--- src/mcth_pkg.sv ---
package mcth_pkg;

  localparam int COORD_W   = 12;
  localparam int IDX_W     = 3;
  localparam int CFG_W     = 13;
  localparam int CFG_IDX_W = 1;

  localparam logic [CFG_IDX_W-1:0] CFG_SCREEN_WIDTH  = 1'd0;
  localparam logic [CFG_IDX_W-1:0] CFG_SCREEN_HEIGHT = 1'd1;

  localparam int SCREEN_W_RST = 640;
  localparam int SCREEN_H_RST = 480;

  localparam int HDR_LEFT  = 0;
  localparam int HDR_XSIGN = 4;
  localparam int HDR_YSIGN = 5;

  localparam int CELL_W   = 140;
  localparam int CELL_H   = 90;
  localparam int CELL_GAP = 30;
  localparam int PITCH_X  = CELL_W + CELL_GAP;
  localparam int PITCH_Y  = CELL_H + CELL_GAP;

  // grid offsets are at most 16 bits; reciprocals are exact over that range
  localparam int HOFF_W      = 16;
  localparam int RECIP_W     = 18;
  localparam int RECIP_SHIFT = 24;
  localparam int PROD_W      = HOFF_W + RECIP_W;
  localparam int Q_W         = PROD_W - RECIP_SHIFT;
  localparam logic [RECIP_W-1:0] RECIP_X = 18'd98690;
  localparam logic [RECIP_W-1:0] RECIP_Y = 18'd139811;

  typedef struct packed {
    logic [7:0] header_byte;
    logic [7:0] dx_byte;
    logic [7:0] dy_byte;
  } in_item_t;

  typedef struct packed {
    logic [COORD_W-1:0] pos_x;
    logic [COORD_W-1:0] pos_y;
    logic               moved;
    logic               click;
    logic               hit_valid;
    logic [IDX_W-1:0]   hit_index;
  } out_item_t;

  typedef struct packed {
    logic [COORD_W-1:0] pos_x;
    logic [COORD_W-1:0] pos_y;
    logic               moved;
    logic               click;
    logic               in_grid;
    logic               w_ge_gap;
    logic [HOFF_W-1:0]  x_off;
    logic [HOFF_W-1:0]  y_off;
    logic [HOFF_W-1:0]  w_off;
  } cur_stage_t;

  typedef struct packed {
    logic [COORD_W-1:0] pos_x;
    logic [COORD_W-1:0] pos_y;
    logic               moved;
    logic               click;
    logic               in_grid;
    logic               w_ge_gap;
    logic [HOFF_W-1:0]  x_off;
    logic [HOFF_W-1:0]  y_off;
    logic [Q_W-1:0]     col_q;
    logic [Q_W-1:0]     row_q;
    logic [Q_W-1:0]     cols_q;
  } div_stage_t;

endpackage

--- src/mouse_cursor_tracker_hit_test_unit.sv ---
// PS/2 mouse cursor tracker with icon hit test. Takes one three-byte packet per
// item and returns one result per item: the saturated cursor, a moved flag, the
// left-button press edge and, on a press, the icon cell hit in a 140x90 grid with
// 30 pixel gaps. One item is accepted every cycle unless the output stalls. The rate
// is set by the cursor loop (add and clamp against the stored position), which closes
// combinationally into the position registers; each result then passes the registered
// hit test pipeline: reciprocal multiplies for the cell column, row and column count,
// then remainder checks and the icon index. Screen registers are written through the
// cfg port (index 0 width, 1 height); a write does not move the cursor, the next item
// clamps it.
module mouse_cursor_tracker_hit_test_unit #(
  parameter int ICON_COUNT = 7
) (
  input  logic                          clk,
  input  logic                          rst_n,
  input  logic                          in_valid,
  output logic                          in_ready,
  input  mcth_pkg::in_item_t            in_data,
  output logic                          out_valid,
  input  logic                          out_ready,
  output mcth_pkg::out_item_t           out_data,
  input  logic                          cfg_valid,
  output logic                          cfg_ready,
  input  logic [mcth_pkg::CFG_IDX_W-1:0] cfg_index,
  input  logic [mcth_pkg::CFG_W-1:0]     cfg_data
);
  import mcth_pkg::*;

  logic [CFG_W-1:0] scr_w_r, scr_h_r;
  logic             cur_valid, cur_ready;
  cur_stage_t       cur_stage;
  logic             div_valid, div_ready;
  div_stage_t       div_stage;

  assign cfg_ready = 1'b1;

  always_ff @(posedge clk) begin
    if (!rst_n) begin
      scr_w_r <= CFG_W'(SCREEN_W_RST);
      scr_h_r <= CFG_W'(SCREEN_H_RST);
    end else if (cfg_valid && cfg_ready) begin
      case (cfg_index)
        CFG_SCREEN_WIDTH:  scr_w_r <= cfg_data;
        CFG_SCREEN_HEIGHT: scr_h_r <= cfg_data;
        default: ;
      endcase
    end
  end

  mcth_cursor u_cursor (
    .clk     (clk),
    .rst_n   (rst_n),
    .valid_i (in_valid),
    .ready_o (in_ready),
    .item_i  (in_data),
    .scr_w_i (scr_w_r),
    .scr_h_i (scr_h_r),
    .valid_o (cur_valid),
    .ready_i (cur_ready),
    .stage_o (cur_stage)
  );

  mcth_hit_div u_hit_div (
    .clk     (clk),
    .rst_n   (rst_n),
    .valid_i (cur_valid),
    .ready_o (cur_ready),
    .stage_i (cur_stage),
    .valid_o (div_valid),
    .ready_i (div_ready),
    .stage_o (div_stage)
  );

  mcth_hit_sel #(
    .ICON_COUNT(ICON_COUNT)
  ) u_hit_sel (
    .clk     (clk),
    .rst_n   (rst_n),
    .valid_i (div_valid),
    .ready_o (div_ready),
    .stage_i (div_stage),
    .valid_o (out_valid),
    .ready_i (out_ready),
    .item_o  (out_data)
  );

endmodule

--- src/mcth_cursor.sv ---
module mcth_cursor (
  input  logic                      clk,
  input  logic                      rst_n,
  input  logic                      valid_i,
  output logic                      ready_o,
  input  mcth_pkg::in_item_t        item_i,
  input  logic [mcth_pkg::CFG_W-1:0] scr_w_i,
  input  logic [mcth_pkg::CFG_W-1:0] scr_h_i,
  output logic                      valid_o,
  input  logic                      ready_i,
  output mcth_pkg::cur_stage_t      stage_o
);
  import mcth_pkg::*;

  localparam int COORD_BITS = COORD_W;
  localparam int SZ_W  = COORD_BITS + 1;
  localparam int SW    = COORD_BITS + 2;
  localparam int EW    = (CFG_W > SZ_W) ? CFG_W : SZ_W;
  localparam logic [EW-1:0] LIM = EW'(2 ** COORD_BITS);
  localparam int RST_W = (SCREEN_W_RST > 2 ** COORD_BITS) ? 2 ** COORD_BITS : SCREEN_W_RST;
  localparam int RST_H = (SCREEN_H_RST > 2 ** COORD_BITS) ? 2 ** COORD_BITS : SCREEN_H_RST;
  localparam logic [COORD_BITS-1:0] RST_X = COORD_BITS'(RST_W / 2);
  localparam logic [COORD_BITS-1:0] RST_Y = COORD_BITS'(RST_H / 2);

  function automatic logic [SZ_W-1:0] eff_size(input logic [CFG_W-1:0] v);
    logic [EW-1:0] e;
    e = EW'(v);
    if (e == '0) return SZ_W'(1);
    else if (e > LIM) return SZ_W'(LIM);
    else return SZ_W'(e);
  endfunction

  function automatic logic [COORD_BITS-1:0] clamp_axis(input logic signed [SW-1:0] v,
                                                       input logic [SZ_W-1:0] size);
    if (v[SW-1]) return '0;
    else if (v[SW-2:0] >= size) return COORD_BITS'(size - 1'b1);
    else return COORD_BITS'(v[SW-2:0]);
  endfunction

  logic [COORD_BITS-1:0] cur_x_r, cur_y_r;
  logic                  btn_r;
  logic                  valid_r;
  cur_stage_t            stage_r, stage_nxt;

  logic [SZ_W-1:0]       w_eff, h_eff;
  logic signed [SW-1:0]  sx, sy;
  logic [COORD_BITS-1:0] nx, ny;
  logic                  accept;

  assign ready_o = !valid_r || ready_i;
  assign accept  = valid_i && ready_o;
  assign valid_o = valid_r;
  assign stage_o = stage_r;

  always_comb begin
    w_eff = eff_size(scr_w_i);
    h_eff = eff_size(scr_h_i);
    sx = $signed({2'b00, cur_x_r})
       + SW'($signed({item_i.header_byte[HDR_XSIGN], item_i.dx_byte}));
    sy = $signed({2'b00, cur_y_r})
       - SW'($signed({item_i.header_byte[HDR_YSIGN], item_i.dy_byte}));
    nx = clamp_axis(sx, w_eff);
    ny = clamp_axis(sy, h_eff);

    stage_nxt.pos_x    = COORD_W'(nx);
    stage_nxt.pos_y    = COORD_W'(ny);
    stage_nxt.moved    = (nx != cur_x_r) || (ny != cur_y_r);
    stage_nxt.click    = item_i.header_byte[HDR_LEFT] && !btn_r;
    stage_nxt.in_grid  = (HOFF_W'(nx) >= HOFF_W'(CELL_GAP))
                      && (HOFF_W'(ny) >= HOFF_W'(CELL_GAP));
    stage_nxt.x_off    = HOFF_W'(nx) - HOFF_W'(CELL_GAP);
    stage_nxt.y_off    = HOFF_W'(ny) - HOFF_W'(CELL_GAP);
    stage_nxt.w_ge_gap = w_eff >= SZ_W'(CELL_GAP);
    stage_nxt.w_off    = HOFF_W'(w_eff - SZ_W'(CELL_GAP));
  end

  always_ff @(posedge clk) begin
    if (!rst_n) begin
      cur_x_r <= RST_X;
      cur_y_r <= RST_Y;
      btn_r   <= 1'b0;
      valid_r <= 1'b0;
    end else begin
      if (ready_o) valid_r <= valid_i;
      if (accept) begin
        cur_x_r <= nx;
        cur_y_r <= ny;
        btn_r   <= item_i.header_byte[HDR_LEFT];
      end
    end
  end

  always_ff @(posedge clk) begin
    if (accept) stage_r <= stage_nxt;
  end

endmodule

--- src/mcth_hit_div.sv ---
module mcth_hit_div (
  input  logic                 clk,
  input  logic                 rst_n,
  input  logic                 valid_i,
  output logic                 ready_o,
  input  mcth_pkg::cur_stage_t stage_i,
  output logic                 valid_o,
  input  logic                 ready_i,
  output mcth_pkg::div_stage_t stage_o
);
  import mcth_pkg::*;

  logic       valid_r;
  div_stage_t stage_r, stage_nxt;
  logic [PROD_W-1:0] prod_x, prod_y, prod_c;
  logic       accept;

  assign ready_o = !valid_r || ready_i;
  assign accept  = valid_i && ready_o;
  assign valid_o = valid_r;
  assign stage_o = stage_r;

  always_comb begin
    prod_x = PROD_W'(stage_i.x_off) * PROD_W'(RECIP_X);
    prod_y = PROD_W'(stage_i.y_off) * PROD_W'(RECIP_Y);
    prod_c = PROD_W'(stage_i.w_off) * PROD_W'(RECIP_X);

    stage_nxt.pos_x    = stage_i.pos_x;
    stage_nxt.pos_y    = stage_i.pos_y;
    stage_nxt.moved    = stage_i.moved;
    stage_nxt.click    = stage_i.click;
    stage_nxt.in_grid  = stage_i.in_grid;
    stage_nxt.w_ge_gap = stage_i.w_ge_gap;
    stage_nxt.x_off    = stage_i.x_off;
    stage_nxt.y_off    = stage_i.y_off;
    stage_nxt.col_q    = prod_x[PROD_W-1:RECIP_SHIFT];
    stage_nxt.row_q    = prod_y[PROD_W-1:RECIP_SHIFT];
    stage_nxt.cols_q   = prod_c[PROD_W-1:RECIP_SHIFT];
  end

  always_ff @(posedge clk) begin
    if (!rst_n) begin
      valid_r <= 1'b0;
    end else if (ready_o) begin
      valid_r <= valid_i;
    end
  end

  always_ff @(posedge clk) begin
    if (accept) stage_r <= stage_nxt;
  end

endmodule

--- src/mcth_hit_sel.sv ---
module mcth_hit_sel #(
  parameter int ICON_COUNT = 7
) (
  input  logic                 clk,
  input  logic                 rst_n,
  input  logic                 valid_i,
  output logic                 ready_o,
  input  mcth_pkg::div_stage_t stage_i,
  output logic                 valid_o,
  input  logic                 ready_i,
  output mcth_pkg::out_item_t  item_o
);
  import mcth_pkg::*;

  localparam int IW = $clog2(ICON_COUNT + 1);
  localparam int PW = 2 * IW;

  logic            valid_r;
  out_item_t       item_r, item_nxt;
  logic [HOFF_W-1:0] rem_x, rem_y;
  logic [Q_W-1:0]  cols_full;
  logic [IW-1:0]   cols_n;
  logic [PW-1:0]   idx;
  logic            col_ok, lim_ok, hit;
  logic            accept;

  assign ready_o = !valid_r || ready_i;
  assign accept  = valid_i && ready_o;
  assign valid_o = valid_r;
  assign item_o  = item_r;

  always_comb begin
    rem_x = stage_i.x_off - (HOFF_W'(stage_i.col_q) * HOFF_W'(PITCH_X));
    rem_y = stage_i.y_off - (HOFF_W'(stage_i.row_q) * HOFF_W'(PITCH_Y));
    cols_full = (!stage_i.w_ge_gap || stage_i.cols_q == '0) ? Q_W'(1) : stage_i.cols_q;
    col_ok = stage_i.col_q < cols_full;
    lim_ok = (stage_i.col_q < Q_W'(ICON_COUNT)) && (stage_i.row_q < Q_W'(ICON_COUNT));
    cols_n = (cols_full < Q_W'(ICON_COUNT)) ? IW'(cols_full) : IW'(ICON_COUNT);
    idx = PW'(IW'(stage_i.row_q)) * PW'(cols_n) + PW'(IW'(stage_i.col_q));
    hit = stage_i.click && stage_i.in_grid
       && (rem_x < HOFF_W'(CELL_W)) && (rem_y < HOFF_W'(CELL_H))
       && col_ok && lim_ok && (idx < PW'(ICON_COUNT));

    item_nxt.pos_x     = stage_i.pos_x;
    item_nxt.pos_y     = stage_i.pos_y;
    item_nxt.moved     = stage_i.moved;
    item_nxt.click     = stage_i.click;
    item_nxt.hit_valid = hit;
    item_nxt.hit_index = hit ? IDX_W'(idx) : '0;
  end

  always_ff @(posedge clk) begin
    if (!rst_n) begin
      valid_r <= 1'b0;
    end else if (ready_o) begin
      valid_r <= valid_i;
    end
  end

  always_ff @(posedge clk) begin
    if (accept) item_r <= item_nxt;
  end

endmodule

--- config.mk ---
export PLATFORM = sky130hd
export DESIGN_NAME = mouse_cursor_tracker_hit_test_unit
export DESIGN_NICKNAME = d
export VERILOG_FILES = /design/src/mcth_pkg.sv /design/src/mouse_cursor_tracker_hit_test_unit.sv /design/src/mcth_cursor.sv /design/src/mcth_hit_div.sv /design/src/mcth_hit_sel.sv
export SDC_FILE = /design/constraint.sdc
export NUM_CORES = 1
export LEC_CHECK = 0
export BUFFER_PORTS_ARGS = -buffer_cell sky130_fd_sc_hd__buf_2
export CAP_MARGIN = 20
export CORE_MARGIN = 5
export CORE_UTILIZATION = 60
export DETAILED_ROUTE_END_ITERATION = 16
export PLACE_DENSITY = 0.84
export SLEW_MARGIN = 10
export SYNTH_ARGS = -nofsm -noshare
export SYNTH_HDL_FRONTEND = slang
export SYNTH_HIERARCHICAL = 1
export SYNTH_SLANG_ARGS = --single-unit
export TNS_END_PERCENT = 1
--- constraint.sdc ---
create_clock -name clk -period 15.3 [get_ports clk]
set_input_delay 1.53 -clock clk [delete_from_list [all_inputs] [get_ports clk]]
set_output_delay 1.53 -clock clk [all_outputs]
set_load 0.05 [all_outputs]
==> results of run 1 <==
sequential cells by signal, indices dropped and copies added, names as in the netlist:
register           flops
u_hit_div/stage_o     86
u_cursor/stage_o      66
u_hit_sel/item_o      30
scr_h_r               13
scr_w_r               13
u_cursor/cur_x_r      12
u_cursor/cur_y_r      12
u_cursor/btn_r         1
u_cursor/valid_o       1
u_hit_div/valid_o      1
u_hit_sel/valid_o      1
metal layers:
metal / vias up / wire, um / share of wire
met5: - / 7 / 0.00013
met3: 143 / 3190 / 0.058
met4: 2 / 2080 / 0.038
met1: 8552 / 22500 / 0.41
met2: 654 / 27300 / 0.50
li1: 8560 / - / -
metrics by stage:
step | utilization | setup WS, ps | hold slack [ps] | cells
floorplan | - | 9150 | 400 | 2403
global placement | 0.621 | 8090 | 403 | 2946
CTS | 0.643 | 8370 | 418 | 2991
global route | 0.643 | 8080 | 426 | 2991
finish | 0.643 | 8240 | 416 | 2991
detailed placement | 0.621 | 7860 | 405 | 2946
worst paths after layout:
path                                 to  slack, ps  cells past startpoint
hold reg to reg   u_hit_div/stage_o[79]        420                      0
setup reg to reg    u_hit_sel/item_o[2]       8750                     23
setup / recovery   u_cursor/stage_o[27]       8240                     21
hold / removal    u_hit_div/stage_o[79]        420                      0
cell type report:
class,count,share of cell area
inverter,363,0.0535
clock inverter,15,0.00776
multi-input combinational,1750,0.616
tap,525,0.0258
sequential,236,0.257
timing repair buffer,72,0.0144
clock buffer,30,0.0261
==> results.toml, run 1 <==
[grt]
grt_use_met1 = 0.310
met3_usage = 0.0287
met2_usage = 0.437
grt_busiest_layer = "met2"
grt_usage = 0.245
antenna_found_initial = 1
grt_pass1_wl_um = 89700
overflow = 0
grt_start_max_net_pins = 75
grt_pass1_vias = 18300

[run]
drv_cap = 0

[yosys]
synth_area_um2 = 24000
syn_area_per_cell_um2 = 9.97
syn_inst = 2402
yosysWarnings = 6

[cts]
numCtsBuffers = 25
worstSkewPairLatency_ps = 530
post-cts-setup-buffers = 0
ctsRootBufferMaster = "clkbuf_16"
ctsHoldBuffers = 0
ctsHtreeMaxLevel = 1
clock-sinks = 236
path_clk_slew_ps = 70
cts_tree = "built"
cts_resized = 0
clk_path_buf_depth = 3

[critical_path]
cp-startpoint = "in_data[0]"
crit_fanout = 20
cp_num_buf_inv = 1
crit_type = "input port to register"
path_delay_family = "compound AO/OA/AOI/OAI gates"
critPathRequiredTime_ps = 15540
start_kind = "input port"
cp.arrival_ps = 7300
path_cells = "buf_2 > ha_1 > fa_1 > nand2b_1 > a21oi_1 > o2111ai_1 > a21boi_0 > o21ai_0 > a21oi_1 > nor2_1 > xnor2_1 > ha_1 > nand4_1 > o21ai_0 > a21o_1 > mux2i_1 > nand2b_1 > nand3_1 > or3_1 > nor3_1 > xor2_1"
slowest_stage = "a21o_1"
critPathCaptureType = "register"
critPathMaxStageDelay_ps = 650
timing.rr.start = "u_hit_div/stage_o[21]"

[finish]
fin_area_um2 = 25500
final_nets = 3098
layout_commonest_cell = "ha_1"
n_antenna_cell = 0
fill_cells = 3007
regArea_um2 = 6550
drive_gt1_frac = 0.0726
multi_input_area_um2 = 15700
layout_common_cells = "500 x ha_1, 361 x inv_1, 182 x edfxtp_1, 177 x nand2_1, 107 x fa_1"
area_delta_synth_final_pct = 6.41

[placed_design]
globalplace.congestion = 0.935
postPlaceCellArea_um2 = 24600
portBuffers = 69
hpwl_um = 43100

[route]
wirelength_um = 55100
drt_pass1_iterations = 7
post-route-drc-count = 0
avgRoutedWirePerCell_um = 18.4
ant_nets = 0
drt_iter0_markers = 1231
viasPerCell = 5.99
vias = 17900

[timing]
skew_ps = 14.3
min_period_over_period = 0.461
hold_viol_final = 0
setup_tns_ps = 0
post-route-min-period_ps = 7060
rsz0062_at_grt = "no"
setup_viol = 0
drv_slew = 0
tightest_slew_ps = 1150
relSlewSlack = 0.230
timing.fmax_mhz = 142

[min_path]
holdCritPathClass = "register to register"
hp-start = "u_cursor/stage_o[65]"

[status]
status = "completed"

[die]
fp.coreArea_um2 = 39600
io_pins = 76
num_rows = 73
die_area_um2 = 44000
dieHeight_um = 210
fp.dieW_um = 210
start_util = 0.604
Power of run 1 is left out: the tool's default activity adds up to more than one toggle a clock period on the data nets, which glitch-free logic cannot reach.
==> run 2: changes to the inputs <==
- ABC_AREA: default -> 1
- clock period: 15.3 -> 6.73 ns (I/O delays scaled with it)
==> run 2 against run 1 <==
Compared with the run above: core utilization rose by 0.84 points; critical path depth down 2; worst setup slack worse by 6900 ps.
==> results.toml, run 2 <==
[cts]
worstSkewPairLatency_ps = 560
path_clk_slew_ps = 70
clk_path_buf_depth = 3
cts_tree = "built"
ctsHoldBuffers = 0
post-cts-setup-buffers = 0
ctsRootBufferMaster = "clkbuf_16"
ctsHtreeMaxLevel = 1
clock-sinks = 236
numCtsBuffers = 27
cts_resized = 0

[min_path]
holdCritPathClass = "input port to register"

[finish]
drive_gt1_frac = 0.0833
n_antenna_cell = 0
final_nets = 3990
stdcell_count = 3946
layout_common_cells = "696 x nand2_1, 625 x inv_1, 500 x ha_1, 237 x nor2_1, 182 x edfxtp_1"
fill_cells = 3508
largest_register_ffs = 86
layout_commonest_cell = "nand2_1"
area_delta_synth_final_pct = 6.92

[critical_path]
critPathRequiredTime_ps = 7050
path_cells = "inv_1 > ha_1 > ha_1 > or2_2 > fa_1 > inv_1 > fa_1 > fa_1 > inv_1 > fa_1 > ha_1 > nand2_1 > inv_1 > a21oi_1 > o21ai_1 > a21oi_1 > nand2_1 > nand2_1 > nand2_1"
crit_fanout = 22
cp.arrival_ps = 5670
critPathMaxStageDelay_ps = 960
critPathCaptureType = "register"
cp_num_buf_inv = 4
start_kind = "register"
path_delay_family = "adder cells"
crit_type = "register to register"
slowest_stage = "edfxtp_1"
rrSetupSlack_ps = 1380

[yosys]
synth_area_um2 = 26400
yosysWarnings = 6
syn_area_per_cell_um2 = 8.06
syn_inst = 3272

[route]
avgRoutedWirePerCell_um = 15.1
drt_iter0_markers = 1420
viasPerCell = 5.44
post-route-drc-count = 0
vias = 21500
drt_pass1_iterations = 7
ant_nets = 0
wirelength_um = 59400

[timing]
tightest_slew_ps = 1110
setup_tns_ps = 0
min_period_over_period = 0.795
setup_viol = 0
post-route-min-period_ps = 5350
hold_ws_ps = 353
skew_ps = 27.1
timing.fmax_mhz = 187
relSlewSlack = 0.259
rsz0062_at_grt = "no"
drv_slew = 0
hold_viol_final = 0

[die]
start_util = 0.609
dieHeight_um = 220
fp.dieW_um = 220
io_pins = 76
num_rows = 76
die_area_um2 = 48200
fp.coreArea_um2 = 43300

[placed_design]
portBuffers = 69
globalplace.congestion = 0.976
hpwl_um = 48300
dp.cells = 3896

[grt]
grt_pass1_wl_um = 99100
antenna_found_initial = 4
overflow = 0
grt_pass1_vias = 21000
grt_start_max_net_pins = 88
grt_usage = 0.247

[status]
status = "completed"

[run]
drv_cap = 0
## run 2: layer usage
metal / share of wire / GRT usage / vias up / routed length (um)
met1: 0.42 / 0.319 / 9884 / 25000
met2: 0.48 / 0.434 / 679 / 28700
met4: 0.034 / 0.0770 / 8 / 2050
met5: 0.00091 / 0 / - / 54
li1: - / - / 10800 / -
met3: 0.061 / 0.0321 / 143 / 3600
## run 2: layout make-up
class	count	area [um2]	area share
Clock buffer	29	693	0.0246
Clock inverter	21	279	0.00990
Inverter	646	2430	0.0862
Multi-Input combinational cell	2357	17100	0.608
Sequential cell	236	6550	0.232
Tap cell	585	732	0.0260
Timing Repair Buffer	72	368	0.0131
## run 2: per-stage QoR
step,worst slack [ps],util,instance area [um2]
5_1_grt,1040,0.651,28200
3_5_place_dp,1440,0.629,27200
6_report,1380,0.651,28200
3_3_place_gp,1510,0.629,27200
4_1_cts,1400,0.651,28200
2_1_floorplan,1190,-,26400
## run 2: path summary, 6_finish.rpt
| path | cells past startpoint | from | endpoint |
|---|---|---|---|
| setup / recovery | 19 | u_cursor/stage_o[28] | u_hit_div/stage_o[18] |
| hold / removal | 3 | cfg_data[8] | scr_h_r[8] |
| setup reg to reg | 19 | u_cursor/stage_o[28] | u_hit_div/stage_o[18] |
| hold reg to reg | 0 | u_hit_div/stage_o[80] | u_hit_sel/item_o[20] |
## run 2: worst reg2reg max path, stage by stage (launching register included)
cell and delay [ps]:
edfxtp_1 960, inv_1 160, ha_1 260, ha_1 180, or2_2 290, fa_1 510, inv_1 80, fa_1 490
fa_1 430, inv_1 80, fa_1 420, ha_1 340, nand2_1 150, inv_1 50, a21oi_1 200, o21ai_1 140
a21oi_1 210, nand2_1 80, nand2_1 60, nand2_1 40
Power of run 2 is left out for the same reason.
